===== config.mk =====
export PLATFORM = sky130hd
export DESIGN_NAME = adc_block_acquisition_sequencer_flat
export DESIGN_NICKNAME = d
export VERILOG_FILES = /design/src/hdl/abs_pkg.sv /design/src/hdl/abs_if.sv /design/src/hdl/abs_core.sv /design/src/hdl/abs_out_queue.sv /design/src/hdl/adc_block_acquisition_sequencer.sv /design/src/flat_wrapper.sv
export SDC_FILE = /design/constraint.sdc
export NUM_CORES = 1
export LEC_CHECK = 0
export ABC_AREA = 1
export BUFFER_PORTS_ARGS = -buffer_cell sky130_fd_sc_hd__buf_2
export CAP_MARGIN = 10
export CELL_PAD_IN_SITES_DETAIL_PLACEMENT = 1
export CELL_PAD_IN_SITES_GLOBAL_PLACEMENT = 2
export CORE_ASPECT_RATIO = 0.6
export CORE_MARGIN = 3
export CORE_UTILIZATION = 35
export DETAILED_ROUTE_END_ITERATION = 10
export GPL_TIMING_DRIVEN = 1
export PLACE_DENSITY = 0.76
export SKIP_CTS_REPAIR_TIMING = 1
export SLEW_MARGIN = 20
export SYNTH_ARGS = -nofsm -noshare
export SYNTH_HDL_FRONTEND = slang
export SYNTH_SLANG_ARGS = --single-unit

===== constraint.sdc =====
create_clock -name clk_i -period 10.8 [get_ports clk_i]
set_input_delay 2.16 -clock clk_i [delete_from_list [all_inputs] [get_ports clk_i]]
set_output_delay 2.16 -clock clk_i [all_outputs]
set_load 0.1 [all_outputs]

===== src/hdl/abs_pkg.sv =====
`timescale 1ns / 1ps
`default_nettype none
// ----------------------------------------------------------------------------
// abs_pkg
// Shared types, codes and helpers of the block acquisition sequencer.
// ----------------------------------------------------------------------------
package abs_pkg;

  localparam int DEF_BUFFER_COUNT      = 4;
  localparam int DEF_MAX_BLOCK_SAMPLES = 1024 * 8;

  localparam int REQ_W    = 3;
  localparam int COUNT_W  = 32;
  localparam int BUF_W    = 2;
  localparam int TIME_W   = 64;
  localparam int KIND_W   = 2;
  localparam int CHAN_W   = 3;
  localparam int SAMP_W   = 14;
  localparam int MASK_W   = 5;
  localparam int CFG_IDX_W  = 2;
  localparam int CFG_DATA_W = 14;

  localparam int BITS_PER_SAMPLE = 12;
  localparam int BYTE_ROUND      = 8 - 1;

  localparam logic [MASK_W-1:0] RST_CHANNEL_MASK  = 5'd1;
  localparam logic [SAMP_W-1:0] RST_BLOCK_SAMPLES = 14'd1000;
  localparam logic              RST_TRIGGER_EN    = 1'b0;

  typedef enum logic [REQ_W-1:0] {
    REQ_START   = 3'd0,
    REQ_STOP    = 3'd1,
    REQ_TRIGGER = 3'd2,
    REQ_DONE    = 3'd3,
    REQ_RELEASE = 3'd4
  } req_e;

  typedef enum logic [KIND_W-1:0] {
    RES_START  = 2'd0,
    RES_REPORT = 2'd1,
    RES_STOP   = 2'd2
  } res_kind_e;

  typedef enum logic [CFG_IDX_W-1:0] {
    CFG_CHANNEL_MASK   = 2'd0,
    CFG_BLOCK_SAMPLES  = 2'd1,
    CFG_TRIGGER_ENABLE = 2'd2
  } cfg_reg_e;

  typedef struct packed {
    logic [REQ_W-1:0]   req_type;
    logic [COUNT_W-1:0] blocks_requested;
    logic               infinite_mode;
    logic [BUF_W-1:0]   released_buffer;
    logic [TIME_W-1:0]  timestamp_us;
  } req_t;

  typedef struct packed {
    logic [KIND_W-1:0]  result_kind;
    logic [BUF_W-1:0]   buffer_index;
    logic [CHAN_W-1:0]  first_channel;
    logic [SAMP_W-1:0]  sample_count;
    logic [SAMP_W-1:0]  payload_bytes;
    logic [MASK_W-1:0]  report_mask;
    logic [COUNT_W-1:0] blocks_remaining;
    logic               delayed_by_buffer;
    logic [TIME_W-1:0]  blk_start_us;
    logic [TIME_W-1:0]  blk_end_us;
    logic               last;
  } result_t;

  // Up to two results handed from the core to the output queue in one cycle.
  typedef struct packed {
    logic [1:0] cnt;
    result_t    r0;
    result_t    r1;
  } push_t;

  // Lowest set bit of the mask; MASK_W when the mask is empty.
  function automatic logic [CHAN_W-1:0] lowest_channel(input logic [MASK_W-1:0] mask);
    logic [CHAN_W-1:0] ch;
    ch = CHAN_W'(MASK_W);
    for (int i = MASK_W - 1; i >= 0; i--) begin
      if (mask[i]) begin
        ch = CHAN_W'(i);
      end
    end
    return ch;
  endfunction

endpackage
`default_nettype wire


===== src/hdl/abs_if.sv =====
`timescale 1ns / 1ps
`default_nettype none
// ----------------------------------------------------------------------------
// abs_if
// Valid/ready channels of the sequencer: request, result and register write.
// ----------------------------------------------------------------------------
interface abs_req_if;
  logic        valid;
  logic        ready;
  logic [2:0]  req_type;
  logic [31:0] blocks_requested;
  logic        infinite_mode;
  logic [1:0]  released_buffer;
  logic [63:0] timestamp_us;

  modport source (output valid, req_type, blocks_requested, infinite_mode,
                  released_buffer, timestamp_us, input ready);
  modport sink   (input valid, req_type, blocks_requested, infinite_mode,
                  released_buffer, timestamp_us, output ready);
endinterface

interface abs_res_if;
  logic        valid;
  logic        ready;
  logic [1:0]  result_kind;
  logic [1:0]  buffer_index;
  logic [2:0]  first_channel;
  logic [13:0] sample_count;
  logic [13:0] payload_bytes;
  logic [4:0]  report_mask;
  logic [31:0] blocks_remaining;
  logic        delayed_by_buffer;
  logic [63:0] blk_start_us;
  logic [63:0] blk_end_us;
  logic        last;

  modport source (output valid, result_kind, buffer_index, first_channel, sample_count,
                  payload_bytes, report_mask, blocks_remaining, delayed_by_buffer,
                  blk_start_us, blk_end_us, last, input ready);
  modport sink   (input valid, result_kind, buffer_index, first_channel, sample_count,
                  payload_bytes, report_mask, blocks_remaining, delayed_by_buffer,
                  blk_start_us, blk_end_us, last, output ready);
endinterface

interface abs_cfg_if;
  logic        valid;
  logic        ready;
  logic [1:0]  index;
  logic [13:0] data;

  modport source (output valid, index, data, input ready);
  modport sink   (input valid, index, data, output ready);
endinterface
`default_nettype wire


===== src/hdl/abs_core.sv =====
`timescale 1ns / 1ps
`default_nettype none
// ----------------------------------------------------------------------------
// abs_core
// Request register, config registers and sequencer state; while the queue has
// room, one request is resolved per cycle into up to two result records.
// ----------------------------------------------------------------------------
module abs_core #(
  parameter int BUFFER_COUNT      = abs_pkg::DEF_BUFFER_COUNT,
  parameter int MAX_BLOCK_SAMPLES = abs_pkg::DEF_MAX_BLOCK_SAMPLES
) (
  input  wire logic    clk_i,
  input  wire logic    rst_ni,
  abs_req_if.sink      req_ch,
  abs_cfg_if.sink      cfg_ch,
  input  wire logic    room_i,
  output abs_pkg::push_t push_o
);
  import abs_pkg::*;

  localparam int AW  = $clog2(BUFFER_COUNT);
  localparam int SW  = $clog2(MAX_BLOCK_SAMPLES + 1);
  localparam int NW  = (SW > SAMP_W) ? SW : SAMP_W;
  localparam int PW  = NW + 4;

  // configuration
  logic [MASK_W-1:0] chan_mask_q;
  logic [SAMP_W-1:0] blk_samples_q;
  logic              trig_en_q;

  // request register
  logic req_valid_q;
  req_t req_q;
  logic process;

  // sequencer state
  logic [COUNT_W-1:0]    blocks_left_q, blocks_left_d;
  logic                  run_forever_q, run_forever_d;
  logic                  armed_q, armed_d;
  logic                  waiting_q, waiting_d;
  logic                  delayed_q, delayed_d;
  logic                  sampling_q, sampling_d;
  logic [AW-1:0]         active_q, active_d;
  logic [BUFFER_COUNT-1:0] locked_q, locked_d;
  logic [TIME_W-1:0]     start_time_q, start_time_d;

  logic [NW-1:0]     n_clamp;
  logic [PW-1:0]     bytes_w;
  result_t           base_rec;
  result_t           rep_rec;
  logic [1:0]        cnt;
  logic              sched, try_start, begin_blk, report;
  logic [AW-1:0]     prev_buf;

  assign cfg_ch.ready = 1'b1;

  always_ff @(posedge clk_i or negedge rst_ni) begin
    if (!rst_ni) begin
      chan_mask_q   <= RST_CHANNEL_MASK;
      blk_samples_q <= RST_BLOCK_SAMPLES;
      trig_en_q     <= RST_TRIGGER_EN;
    end else if (cfg_ch.valid) begin
      case (cfg_ch.index)
        CFG_CHANNEL_MASK:   chan_mask_q   <= cfg_ch.data[MASK_W-1:0];
        CFG_BLOCK_SAMPLES:  blk_samples_q <= cfg_ch.data;
        CFG_TRIGGER_ENABLE: trig_en_q     <= cfg_ch.data[0];
        default: ;
      endcase
    end
  end

  assign process      = req_valid_q && room_i;
  assign req_ch.ready = !req_valid_q || process;

  always_ff @(posedge clk_i or negedge rst_ni) begin
    if (!rst_ni) begin
      req_valid_q <= 1'b0;
    end else if (req_ch.ready) begin
      req_valid_q <= req_ch.valid;
    end
  end

  always_ff @(posedge clk_i) begin
    if (req_ch.ready && req_ch.valid) begin
      req_q.req_type         <= req_ch.req_type;
      req_q.blocks_requested <= req_ch.blocks_requested;
      req_q.infinite_mode    <= req_ch.infinite_mode;
      req_q.released_buffer  <= req_ch.released_buffer;
      req_q.timestamp_us     <= req_ch.timestamp_us;
    end
  end

  // block size, clamped, and packed byte count
  always_comb begin
    n_clamp = NW'(blk_samples_q);
    if (blk_samples_q == '0) begin
      n_clamp = NW'(1);
    end else if (n_clamp > NW'(MAX_BLOCK_SAMPLES)) begin
      n_clamp = NW'(MAX_BLOCK_SAMPLES);
    end
    bytes_w = (PW'(n_clamp) * PW'(BITS_PER_SAMPLE) + PW'(BYTE_ROUND)) >> 3;
  end

  always_comb begin
    blocks_left_d = blocks_left_q;
    run_forever_d = run_forever_q;
    armed_d       = armed_q;
    waiting_d     = waiting_q;
    delayed_d     = delayed_q;
    sampling_d    = sampling_q;
    active_d      = active_q;
    locked_d      = locked_q;
    start_time_d  = start_time_q;
    sched         = 1'b0;
    try_start     = 1'b0;
    begin_blk     = 1'b0;
    report        = 1'b0;
    prev_buf      = active_q;
    cnt           = 2'd0;

    base_rec.result_kind       = RES_START;
    base_rec.buffer_index      = '0;
    base_rec.first_channel     = lowest_channel(chan_mask_q);
    base_rec.sample_count      = n_clamp[SAMP_W-1:0];
    base_rec.payload_bytes     = bytes_w[SAMP_W-1:0];
    base_rec.report_mask       = chan_mask_q;
    base_rec.blocks_remaining  = blocks_left_q;
    base_rec.delayed_by_buffer = 1'b0;
    base_rec.blk_start_us      = '0;
    base_rec.blk_end_us        = '0;
    base_rec.last              = 1'b0;
    push_o.r0 = base_rec;
    push_o.r1 = base_rec;
    rep_rec   = base_rec;

    if (process) begin
      case (req_q.req_type)
        REQ_START: begin
          if (blocks_left_q == '0 && !run_forever_q) begin
            blocks_left_d = req_q.blocks_requested;
            run_forever_d = req_q.infinite_mode;
            sched         = 1'b1;
          end
        end
        REQ_STOP: begin
          push_o.r0.result_kind   = RES_STOP;
          push_o.r0.first_channel = '0;
          push_o.r0.sample_count  = '0;
          push_o.r0.payload_bytes = '0;
          push_o.r0.report_mask   = '0;
          cnt           = 2'd1;
          run_forever_d = 1'b0;
          blocks_left_d = '0;
          waiting_d     = 1'b0;
          armed_d       = 1'b0;
        end
        REQ_TRIGGER: begin
          try_start = armed_q;
        end
        REQ_DONE: begin
          if (sampling_q) begin
            sampling_d = 1'b0;
            active_d   = (active_q == AW'(BUFFER_COUNT - 1)) ? '0 : active_q + AW'(1);
            if (blocks_left_q != '0) begin
              blocks_left_d = blocks_left_q - COUNT_W'(1);
            end
            sched  = 1'b1;
            report = 1'b1;
          end
        end
        REQ_RELEASE: begin
          if (32'(req_q.released_buffer) < BUFFER_COUNT) begin
            locked_d[AW'(req_q.released_buffer)] = 1'b0;
          end
          begin_blk = waiting_q && !locked_d[active_d];
        end
        default: ;
      endcase

      if (sched && (run_forever_d || blocks_left_d != '0)) begin
        if (trig_en_q) begin
          armed_d = 1'b1;
        end else begin
          try_start = 1'b1;
        end
      end

      if (try_start) begin
        armed_d = 1'b0;
        if (locked_d[active_d]) begin
          waiting_d = 1'b1;
        end else begin
          begin_blk = 1'b1;
        end
      end

      if (begin_blk) begin
        delayed_d             = waiting_d;
        waiting_d             = 1'b0;
        start_time_d          = req_q.timestamp_us;
        locked_d[active_d]    = 1'b1;
        sampling_d            = 1'b1;
        push_o.r0.result_kind       = RES_START;
        push_o.r0.buffer_index      = BUF_W'(active_d);
        push_o.r0.blocks_remaining  = blocks_left_d;
        push_o.r0.delayed_by_buffer = delayed_d;
        push_o.r0.blk_start_us      = req_q.timestamp_us;
        cnt = 2'd1;
      end

      // the report of the finished block follows any block start
      if (report) begin
        rep_rec.result_kind       = RES_REPORT;
        rep_rec.buffer_index      = BUF_W'(prev_buf);
        rep_rec.blocks_remaining  = blocks_left_d;
        rep_rec.delayed_by_buffer = delayed_q;
        rep_rec.blk_start_us      = start_time_q;
        rep_rec.blk_end_us        = req_q.timestamp_us;
        if (cnt == 2'd0) begin
          push_o.r0 = rep_rec;
        end else begin
          push_o.r1 = rep_rec;
        end
        cnt = cnt + 2'd1;
      end
    end

    push_o.r0.last = (cnt == 2'd1);
    push_o.r1.last = 1'b1;
    push_o.cnt     = cnt;
  end

  always_ff @(posedge clk_i or negedge rst_ni) begin
    if (!rst_ni) begin
      blocks_left_q <= '0;
      run_forever_q <= 1'b0;
      armed_q       <= 1'b0;
      waiting_q     <= 1'b0;
      delayed_q     <= 1'b0;
      sampling_q    <= 1'b0;
      active_q      <= '0;
      locked_q      <= '0;
      start_time_q  <= '0;
    end else begin
      blocks_left_q <= blocks_left_d;
      run_forever_q <= run_forever_d;
      armed_q       <= armed_d;
      waiting_q     <= waiting_d;
      delayed_q     <= delayed_d;
      sampling_q    <= sampling_d;
      active_q      <= active_d;
      locked_q      <= locked_d;
      start_time_q  <= start_time_d;
    end
  end

endmodule
`default_nettype wire


===== src/hdl/abs_out_queue.sv =====
`timescale 1ns / 1ps
`default_nettype none
// ----------------------------------------------------------------------------
// abs_out_queue
// Two-entry result queue; takes up to two records a cycle, shows one.
// ----------------------------------------------------------------------------
module abs_out_queue (
  input  wire logic          clk_i,
  input  wire logic          rst_ni,
  input  wire abs_pkg::push_t push_i,
  output logic               room_o,
  abs_res_if.source          res_ch
);
  import abs_pkg::*;

  result_t    ent_q [2];
  result_t    ent_d [2];
  logic [1:0] count_q, count_d;
  logic       pop;

  assign pop    = res_ch.valid && res_ch.ready;
  // room for two records once this cycle's transfer has left
  assign room_o = (count_q == 2'd0) || (count_q == 2'd1 && pop);

  always_comb begin
    ent_d[0] = ent_q[0];
    ent_d[1] = ent_q[1];
    count_d  = count_q;
    if (pop) begin
      ent_d[0] = ent_q[1];
      count_d  = count_q - 2'd1;
    end
    if (push_i.cnt != 2'd0) begin
      if (count_d == 2'd0) begin
        ent_d[0] = push_i.r0;
        ent_d[1] = push_i.r1;
      end else begin
        ent_d[1] = push_i.r0;
      end
      count_d = count_d + push_i.cnt;
    end
  end

  always_ff @(posedge clk_i or negedge rst_ni) begin
    if (!rst_ni) begin
      count_q <= 2'd0;
    end else begin
      count_q <= count_d;
    end
  end

  always_ff @(posedge clk_i) begin
    ent_q[0] <= ent_d[0];
    ent_q[1] <= ent_d[1];
  end

  assign res_ch.valid             = (count_q != 2'd0);
  assign res_ch.result_kind       = ent_q[0].result_kind;
  assign res_ch.buffer_index      = ent_q[0].buffer_index;
  assign res_ch.first_channel     = ent_q[0].first_channel;
  assign res_ch.sample_count      = ent_q[0].sample_count;
  assign res_ch.payload_bytes     = ent_q[0].payload_bytes;
  assign res_ch.report_mask       = ent_q[0].report_mask;
  assign res_ch.blocks_remaining  = ent_q[0].blocks_remaining;
  assign res_ch.delayed_by_buffer = ent_q[0].delayed_by_buffer;
  assign res_ch.blk_start_us      = ent_q[0].blk_start_us;
  assign res_ch.blk_end_us        = ent_q[0].blk_end_us;
  assign res_ch.last              = ent_q[0].last;

endmodule
`default_nettype wire


===== src/hdl/adc_block_acquisition_sequencer.sv =====
`timescale 1ns / 1ps
`default_nettype none
// ----------------------------------------------------------------------------
// adc_block_acquisition_sequencer
// Sequences block-wise acquisition into a ring of lockable buffers and emits
// block-start, block-report and stop-report records.
// ----------------------------------------------------------------------------
//  channel  dir  role
//  req_ch   in   events: start, stop, trigger, block done, buffer released
//  res_ch   out  result records, last marks the final one of an event
//  cfg_ch   in   register writes: channel mask, block size, trigger enable
//
// An event sits in the request register and is resolved there in a
// single pass; its records land in a two-entry output queue. One event a cycle
// is sustained while the sink keeps up; a block done that both reports and
// starts the next block gives two records and holds the next event back.
// Reset clears all state and the queue; register writes always complete.
// ----------------------------------------------------------------------------
module adc_block_acquisition_sequencer #(
  parameter int BUFFER_COUNT      = abs_pkg::DEF_BUFFER_COUNT,
  parameter int MAX_BLOCK_SAMPLES = abs_pkg::DEF_MAX_BLOCK_SAMPLES
) (
  input wire logic clk_i,
  input wire logic rst_ni,
  abs_req_if.sink   req_ch,
  abs_res_if.source res_ch,
  abs_cfg_if.sink   cfg_ch
);
  import abs_pkg::*;

  push_t push;  // records resolved this cycle
  logic  room;  // queue can take two records

  abs_core #(
    .BUFFER_COUNT     (BUFFER_COUNT),
    .MAX_BLOCK_SAMPLES(MAX_BLOCK_SAMPLES)
  ) u_core (
    .clk_i (clk_i),
    .rst_ni(rst_ni),
    .req_ch(req_ch),
    .cfg_ch(cfg_ch),
    .room_i(room),
    .push_o(push)
  );

  abs_out_queue u_out_queue (
    .clk_i (clk_i),
    .rst_ni(rst_ni),
    .push_i(push),
    .room_o(room),
    .res_ch(res_ch)
  );

endmodule
`default_nettype wire


===== src/flat_wrapper.sv =====
// flat-port wrapper written by rule: the top's interface ports become plain ports
module adc_block_acquisition_sequencer_flat import abs_pkg::*;
#(
  parameter int BUFFER_COUNT      = abs_pkg::DEF_BUFFER_COUNT,
  parameter int MAX_BLOCK_SAMPLES = abs_pkg::DEF_MAX_BLOCK_SAMPLES
)
  (clk_i, rst_ni, req_ch_valid, req_ch_req_type, req_ch_blocks_requested, req_ch_infinite_mode, req_ch_released_buffer, req_ch_timestamp_us, req_ch_ready, res_ch_valid, res_ch_result_kind, res_ch_buffer_index, res_ch_first_channel, res_ch_sample_count, res_ch_payload_bytes, res_ch_report_mask, res_ch_blocks_remaining, res_ch_delayed_by_buffer, res_ch_blk_start_us, res_ch_blk_end_us, res_ch_last, res_ch_ready, cfg_ch_valid, cfg_ch_index, cfg_ch_data, cfg_ch_ready);
  abs_req_if req_ch_i ();
  abs_res_if res_ch_i ();
  abs_cfg_if cfg_ch_i ();
  input wire logic clk_i;
  input wire logic rst_ni;
  input wire logic [$bits(req_ch_i.valid)-1:0] req_ch_valid;
  input wire logic [$bits(req_ch_i.req_type)-1:0] req_ch_req_type;
  input wire logic [$bits(req_ch_i.blocks_requested)-1:0] req_ch_blocks_requested;
  input wire logic [$bits(req_ch_i.infinite_mode)-1:0] req_ch_infinite_mode;
  input wire logic [$bits(req_ch_i.released_buffer)-1:0] req_ch_released_buffer;
  input wire logic [$bits(req_ch_i.timestamp_us)-1:0] req_ch_timestamp_us;
  output wire logic [$bits(req_ch_i.ready)-1:0] req_ch_ready;
  output wire logic [$bits(res_ch_i.valid)-1:0] res_ch_valid;
  output wire logic [$bits(res_ch_i.result_kind)-1:0] res_ch_result_kind;
  output wire logic [$bits(res_ch_i.buffer_index)-1:0] res_ch_buffer_index;
  output wire logic [$bits(res_ch_i.first_channel)-1:0] res_ch_first_channel;
  output wire logic [$bits(res_ch_i.sample_count)-1:0] res_ch_sample_count;
  output wire logic [$bits(res_ch_i.payload_bytes)-1:0] res_ch_payload_bytes;
  output wire logic [$bits(res_ch_i.report_mask)-1:0] res_ch_report_mask;
  output wire logic [$bits(res_ch_i.blocks_remaining)-1:0] res_ch_blocks_remaining;
  output wire logic [$bits(res_ch_i.delayed_by_buffer)-1:0] res_ch_delayed_by_buffer;
  output wire logic [$bits(res_ch_i.blk_start_us)-1:0] res_ch_blk_start_us;
  output wire logic [$bits(res_ch_i.blk_end_us)-1:0] res_ch_blk_end_us;
  output wire logic [$bits(res_ch_i.last)-1:0] res_ch_last;
  input wire logic [$bits(res_ch_i.ready)-1:0] res_ch_ready;
  input wire logic [$bits(cfg_ch_i.valid)-1:0] cfg_ch_valid;
  input wire logic [$bits(cfg_ch_i.index)-1:0] cfg_ch_index;
  input wire logic [$bits(cfg_ch_i.data)-1:0] cfg_ch_data;
  output wire logic [$bits(cfg_ch_i.ready)-1:0] cfg_ch_ready;
  assign req_ch_i.valid = req_ch_valid;
  assign req_ch_i.req_type = req_ch_req_type;
  assign req_ch_i.blocks_requested = req_ch_blocks_requested;
  assign req_ch_i.infinite_mode = req_ch_infinite_mode;
  assign req_ch_i.released_buffer = req_ch_released_buffer;
  assign req_ch_i.timestamp_us = req_ch_timestamp_us;
  assign req_ch_ready = req_ch_i.ready;
  assign res_ch_valid = res_ch_i.valid;
  assign res_ch_result_kind = res_ch_i.result_kind;
  assign res_ch_buffer_index = res_ch_i.buffer_index;
  assign res_ch_first_channel = res_ch_i.first_channel;
  assign res_ch_sample_count = res_ch_i.sample_count;
  assign res_ch_payload_bytes = res_ch_i.payload_bytes;
  assign res_ch_report_mask = res_ch_i.report_mask;
  assign res_ch_blocks_remaining = res_ch_i.blocks_remaining;
  assign res_ch_delayed_by_buffer = res_ch_i.delayed_by_buffer;
  assign res_ch_blk_start_us = res_ch_i.blk_start_us;
  assign res_ch_blk_end_us = res_ch_i.blk_end_us;
  assign res_ch_last = res_ch_i.last;
  assign res_ch_i.ready = res_ch_ready;
  assign cfg_ch_i.valid = cfg_ch_valid;
  assign cfg_ch_i.index = cfg_ch_index;
  assign cfg_ch_i.data = cfg_ch_data;
  assign cfg_ch_ready = cfg_ch_i.ready;
  adc_block_acquisition_sequencer #(.BUFFER_COUNT(BUFFER_COUNT), .MAX_BLOCK_SAMPLES(MAX_BLOCK_SAMPLES)) u_core (.clk_i(clk_i), .rst_ni(rst_ni), .req_ch(req_ch_i), .res_ch(res_ch_i), .cfg_ch(cfg_ch_i));
endmodule

* After elaboration in Yosys (flattened, before gate mapping)
Memories as Yosys holds them, arrays and structs flattened.
Index checks and enable logic that the tools add are counted.
** Word-level totals
- Bits of input ports :: 123
- Memories kept :: 1
- Output and inout bits :: 205
- RAM bits :: 404
- Bits in registers :: 232
- Word-level logic and storage cells :: 153
** Operators by class
- Magnitude comparators :: 6
- Bitwise gates (word level) :: 3
- Mux-type cells :: 76
- Reduce and logical (&&, ||, !) cells :: 32
- Multipliers :: 1
- Equal/unequal tests :: 9
- $add $sub $neg :: 6
** Memory list
- u_core.u_out_queue.ent_q :: words 2, width 202, read ports 2, clocked after memory_dff 0, write ports 2, line abs_out_queue.sv:16 : result_t ent_q [2];
** Operators by type and width (number)
- 404-bit two-way mux :: 3
- 202-bit two-way mux :: 4
- 201-bit two-way mux :: 1
- 32-bit two-way mux :: 4
- 97-bit two-way mux :: 1
- 32-bit one-hot mux with 3 select lines :: 1
- 32-bit nonzero test :: 2
- 36-bit two-way mux :: 1
- 32-bit zero test :: 1
- 1-bit two-way mux :: 32
- 32-bit by 1-bit subtractor with 32-bit output, second input constant :: 1
- 14-bit two-way mux :: 2
- 4-bit two-way mux :: 6
- 2-bit two-way mux :: 11
- 17-bit by 3-bit adder with 17-bit output, second input constant :: 1
- 14-bit by 2-bit multiplier with 15-bit output, second input constant :: 1
- 14-bit > comparator, second input constant :: 1
- 14-bit zero test :: 1
- 3-bit two-way mux :: 4
- 2-bit AND reduction :: 5
- 1-bit logical AND :: 9
- 2-bit by 3-bit < comparator with 1-bit output, second input constant :: 3
- 2-bit zero test :: 4
- 2-bit by 1-bit equality test with 1-bit output, second input constant :: 3
- 18 further kinds :: 31

* Depth between registers and ports, before layout
- Depth in word-level cells :: 24
- Gate-level depth with buffers :: 33
- Mapped depth without buffers :: 31

* Modules after synthesis
A second synthesis with hierarchy kept.
** Second synthesis, totals
- Cell total of the unflattened synthesis :: 4797
- Area, all modules :: 36576.3 µm²
** Modules (own cells, without submodules)
- abs_out_queue :: cells each 2675, seq. area each 10159.7 µm², area an instance 20721.1 µm², instances 1
- abs_core :: cells each 2122, seq. area each 6274.8 µm², area an instance 15855.2 µm², instances 1

* Least setup slack after synthesis
OpenSTA, ideal clock, no wires.
- Path type :: register -> register
- Start point :: reg u_core.u_core.blocks_left_q[0]
- End point :: reg u_core.u_out_queue.count_q[1]
- Clock period less this slack :: 7861 ps
- Arrival time :: 7525 ps
- Path buffers :: 2
- Cell stages (with the launch flop) :: 29
- Path slack :: 2939 ps
- Library setup time :: 336 ps
- Data required time :: 10464 ps
- Cells stage by stage :: dfrtp_1 > clkinv_1 > ha_1 > nand3_1 > nor2_1 > nand2_1 > nor2_4 > nor2_4 > buf_2 > nand3_1 > nand3_1 > nand2_1 > nor2_2 > nand2_1 > nor2_1 > inv_1 > nor2_1 > nand2_1 > nand3_1 > nand3_2 > nand2_4 > nand2_4 > buf_2 > ha_1 > inv_1 > nor2_1 > nor2_1 > inv_1 > o221ai_1
** Between the ends
- Word-level cells in the longest chain between the ends :: 19
- Elaborated cells on any way between the ends :: 30
- Classes of those cells :: 3 x add/sub; 20 x mux; 7 x reduce/logical
** RTL lines
- from (decl) :: line abs_core.sv:37 : logic [COUNT_W-1:0] blocks_left_q, blocks_left_d;
- from (signal assigned) :: line abs_core.sv:245 : blocks_left_q <= blocks_left_d;
- 32-bit by 1-bit subtractor with 32-bit output, or another cell as far along :: line abs_core.sv:165 : blocks_left_d = blocks_left_q - COUNT_W'(1);
- 32-bit two-way mux or 1-bit logical AND (tied branches) :: line abs_core.sv:164, abs_core.sv:139
- 32-bit two-way mux, on equally long branches :: line abs_core.sv:161, abs_core.sv:139
- 32-bit one-hot mux with 3 select lines :: line abs_core.sv:137 : case (req_q.req_type)
- 32-bit two-way mux :: line abs_core.sv:136 : if (process) begin
- 32-bit nonzero test :: line abs_core.sv:180 : if (sched && (run_forever_d || blocks_left_d != '0)) begin
- 1-bit logical OR :: line abs_core.sv:180
- 1-bit logical AND * :: line abs_core.sv:180
- [4 not listed]
- 2-bit two-way mux * :: line abs_core.sv:197 : if (begin_blk) begin
- 2-bit two-way mux * :: line abs_core.sv:136
- 2-bit by 1-bit adder with 2-bit output :: line abs_core.sv:224 : cnt = cnt + 2'd1;
- 2-bit two-way mux * :: line abs_core.sv:212 : if (report) begin
- 2-bit two-way mux * :: line abs_core.sv:136
- 2-bit adder or 2-bit nonzero test (tied branches) :: line abs_out_queue.sv:40, abs_out_queue.sv:33
- 2-bit two-way mux * :: line abs_out_queue.sv:33 : if (push_i.cnt != 2'd0) begin
- via u_core.u_out_queue.count_d[1] :: line abs_out_queue.sv:18 : logic [1:0] count_q, count_d;
- to (signal assigned) :: line abs_out_queue.sv:48 : count_q <= count_d;
- to (decl) :: line abs_out_queue.sv:18
The timed path passes the listed nets; every way through them passes the cells marked *. The select of a mux whose other input is x is not followed.
A chain may end at the register's enable or synchronous reset.

==> out/metrics.csv <==
stage,metric,value,unit
synth,synth_ff_type,edfxtp_1,
timing,hold_viol,0,
die,dieArea,0.09494,mm²
cells_and_area,finalInstanceArea,0.03526,mm²
flow_run,drv_cap,0,
power_and_ir_drop,comb_power_share,50.7,%
routing,drc,0,
critical_path,start_kind,flop,
critical_path,critical_path_class,reg2reg,
clock_network,h-tree-depth,3,
die,io_pins,328,
placement,portBuffers,326,
die,dieWidth,395.8,µm
timing,setup_slack,2.840,ns
critical_path,max_stage_delay,0.79,ns
synth,netlist_instances,3916,
routing,wl_met2,45.96,mm
timing,finalCriticalPeriod,7.960,ns
placement,place_hpwl,68.05,mm
global_routing,grt-ovfl-total,0,
synth,avgSynthCellArea,8.147,µm²
power_and_ir_drop,p_seq_share,30.6,%
cells_and_area,layout.nets,4087,
global_routing,track_usage,22.34,%
synth,synth_edf_count,303,
die,core,0.08997,mm²
critical_path,crit_top_cell,nor2_1,
synth,synth-warning-count,0,
critical_path,cp_max_fo,60,
synth,ys_ff_latch,635,
timing,worst_pin_slew,1.162,ns
clock_network,cts_buffer_depth,3,
timing,slew_violations,0,
placement,dpl_worst_slack,2.989,ns
cells_and_area,insertedDiodeCount,0,
clock_network,cts_tree,done,
power_and_ir_drop,vdd_ir_drop_max,0.2279,mV
timing,tns,0,ns
routing,wl_met3,4.750,mm
placement,gp_congestion,0.8649,
routing,via_per_inst,4.955,
power_and_ir_drop,p_int,6008,µW
power_and_ir_drop,power_leakage,0.01703,µW
critical_path,slowest_stage,buf_4,
synth,synthDistinctLibCells,54,
critical_path,worstPathRequired,11.37,ns
global_routing,grt_max_degree,167,
placement,dpl_cell_area,0.03298,mm²
routing,wl,107.6,mm
power_and_ir_drop,power_switching_share,53.79,%
critical_path,endpoint_kind,flop,
hold_path,min_path_type,reg2reg,
synth,synth_fp_nets,4059,
die,die_h,239.9,µm
power_and_ir_drop,power_density,368.7,mW/mm²
timing,layout_worst_path_cycle_share,73.71,%
clock_network,clock_latency,0.66,ns
routing,drtPass1Iterations,5,
synth,syn_area,0.03191,mm²
global_routing,antenna_found_initial,1,
routing,drtIter0Drc,1821,
global_routing,grt_pass1_vias,26073,
timing,rsz0062_at_grt,false,
routing,wl_per_cell,20.63,µm
timing,fmax,125.6,MHz
clock_network,path_clk_slew,0.07,ns
critical_path,cp.arrival,8.53,ns
power_and_ir_drop,clockPowerShare,18.7,%
clock_network,cts_root_buf,clkbuf_16,
timing,setup_viol,0,
die,start_util,35.46,%
die,num_rows,85,
power_and_ir_drop,p_sw,6993,µW
routing,num_vias,25849,
routing,ant_nets,0,
clock_network,cts_sinks,635,
synth,synth-seq-area-share,51.42,%
clock_network,numCtsBuffers,68,
cells_and_area,drive_gt1_share,14.30,%
routing,highest_layer,met5,
run_status,status,"finished, final reports clean",
timing,max_slew_margin,22.55,%
global_routing,grt_pass1_wl,163.8,mm
timing,fin_skew,0.02405,ns
cells_and_area,area_growth,10.51,%
synth,synth-async-reset-ratio,20.47,%
routing,wl_met1,55.08,mm
## state kept, by name (all words and copies together) (netlist names)
signal	cells
u_core.u_core.req_q	102
u_core.u_core.chan_mask_q	5
u_core.u_core.waiting_q	1
u_core.u_out_queue.count_q	2
u_core.u_core.run_forever_q	1
u_core.u_core.req_valid_q	1
u_core.u_core.locked_q	4
u_core.u_core.delayed_q	1
u_core.u_core.start_time_q	64
u_core.u_core.sampling_q	1
u_core.u_core.blocks_left_q	32
u_core.u_core.trig_en_q	1
u_core.u_core.active_q	2
u_core.u_core.armed_q	1
u_core.u_core.blk_samples_q	14
u_core.u_out_queue.ent_q	403
## final timing paths
kind	from	end	slack, ns	cells after the start
setup / recovery	u_core.u_core.blocks_left_q[1]$_DFFE_PN0P_	u_core.u_out_queue.ent_q[0][167]$_DFF_P_	2.84	28
hold / removal	u_core.u_core.blk_samples_q[2]$_DFFE_PN0P_	u_core.u_core.blk_samples_q[2]$_DFFE_PN0P_	0.49	2
setup reg to reg	u_core.u_core.blocks_left_q[1]$_DFFE_PN0P_	u_core.u_out_queue.ent_q[0][167]$_DFF_P_	2.84	28
hold reg to reg	u_core.u_core.blk_samples_q[2]$_DFFE_PN0P_	u_core.u_core.blk_samples_q[2]$_DFFE_PN0P_	0.49	2
max in group asynchronous	rst_ni	u_core.u_core.start_time_q[29]$_DFFE_PN0P_	7.50	3
min in group asynchronous	rst_ni	u_core.u_core.blocks_left_q[14]$_DFFE_PN0P_	1.41	1
## metal layers
layer  up-vias  track usage, %
met3       110           3.676
li1      12547               -
met2       504           33.28
met1     12686           33.93
met4         2           4.663
met5         -               0
## layout make-up
| type | count | area (µm²) |
|---|---|---|
| fillers | 10788 | 54710 |
| flip-flops and latches | 635 | 16400 |
| multi-input cells | 2633 | 12210 |
| repair buffers | 357 | 1916 |
| clock buffers | 91 | 1868 |
| well taps | 1218 | 1524 |
| inverters | 249 | 957.2 |
| clock inverters | 34 | 382.9 |
## metrics by stage
step	power [µW]	util [%]	hold slack, ns	cells
6_report	13000	39.19	0.4942	5217
4_1_cts	13120	39.16	0.5044	5216
3_3_place_gp	10560	36.66	0.4766	5091
2_1_floorplan	9517	-	0.4530	3916
5_1_grt	13770	39.19	0.5227	5217
3_5_place_dp	10620	36.66	0.4905	5091
## synthesized netlist by cell type (all sizes together), types with 4 or more instances
library cell / count / area share, %
a21boi: 64 / 2.1
a21o: 64 / 1.5
a21oi: 93 / 1.5
a31oi: 4 / 0.078
buf: 272 / 6.1
clkbuf: 127 / 1.5
clkinv: 7 / 0.082
dfrtp: 123 / 9.6
dfstp: 7 / 0.58
dfxtp: 202 / 13
edfxtp: 303 / 29
ha: 19 / 0.75
inv: 242 / 2.9
mux2: 6 / 0.21
nand2: 1519 / 18
nand3: 393 / 6.2
nand3b: 9 / 0.21
nand4: 18 / 0.35
nor2: 238 / 3.0
nor3: 11 / 0.17
nor4: 4 / 0.078
o211ai: 10 / 0.27
o21ai: 111 / 1.7
o21bai: 5 / 0.12
o32ai: 23 / 0.63
or2: 4 / 0.078
xnor2: 8 / 0.22
xor2: 20 / 0.55
## power groups by stage
stage / logic, µW / registers, µW / clock network [µW]
finish: 6590 / 3970 / 2440
detailed placement: 6600 / 4020 / 0
floorplan: 5680 / 3840 / 0
global route: 7090 / 4070 / 2610
global placement: 6550 / 4010 / 0
CTS: 6620 / 3980 / 2510
## critical path: cells and delay by family (launching register included)
kind	cells	cell delay [ns]
AND/OR/NAND/NOR	18	4.06
buffers and inverters	5	1.92
AO/OA/AOI/OAI	3	0.75
adder cells (fa/ha/maj)	2	0.69
flip-flops	1	0.40
## kinds of logic after synthesis
logic type	synth area share [%]
xor+xnor	0.7686
other cells	0.01175
mux	0.2117
flops	51.42
simple gates	28.21
compound gates	8.035
fa+ha+maj	0.8079
buf+inv	10.54
## cells in the final DEF, fill, tap and decap left out, drive strengths merged, types with 11 or more instances in the layout
cell	count
xor2	20
nand4	18
clkinv	27
buf	357
nor2	238
nand2	1519
nand3	393
dfxtp	202
a21boi	64
nor3	11
inv	249
edfxtp	303
a21o	64
ha	19
o21ai	111
dfrtp	123
o32ai	23
a21oi	93
clkbuf	91
(Power assumes the default switching activity.)
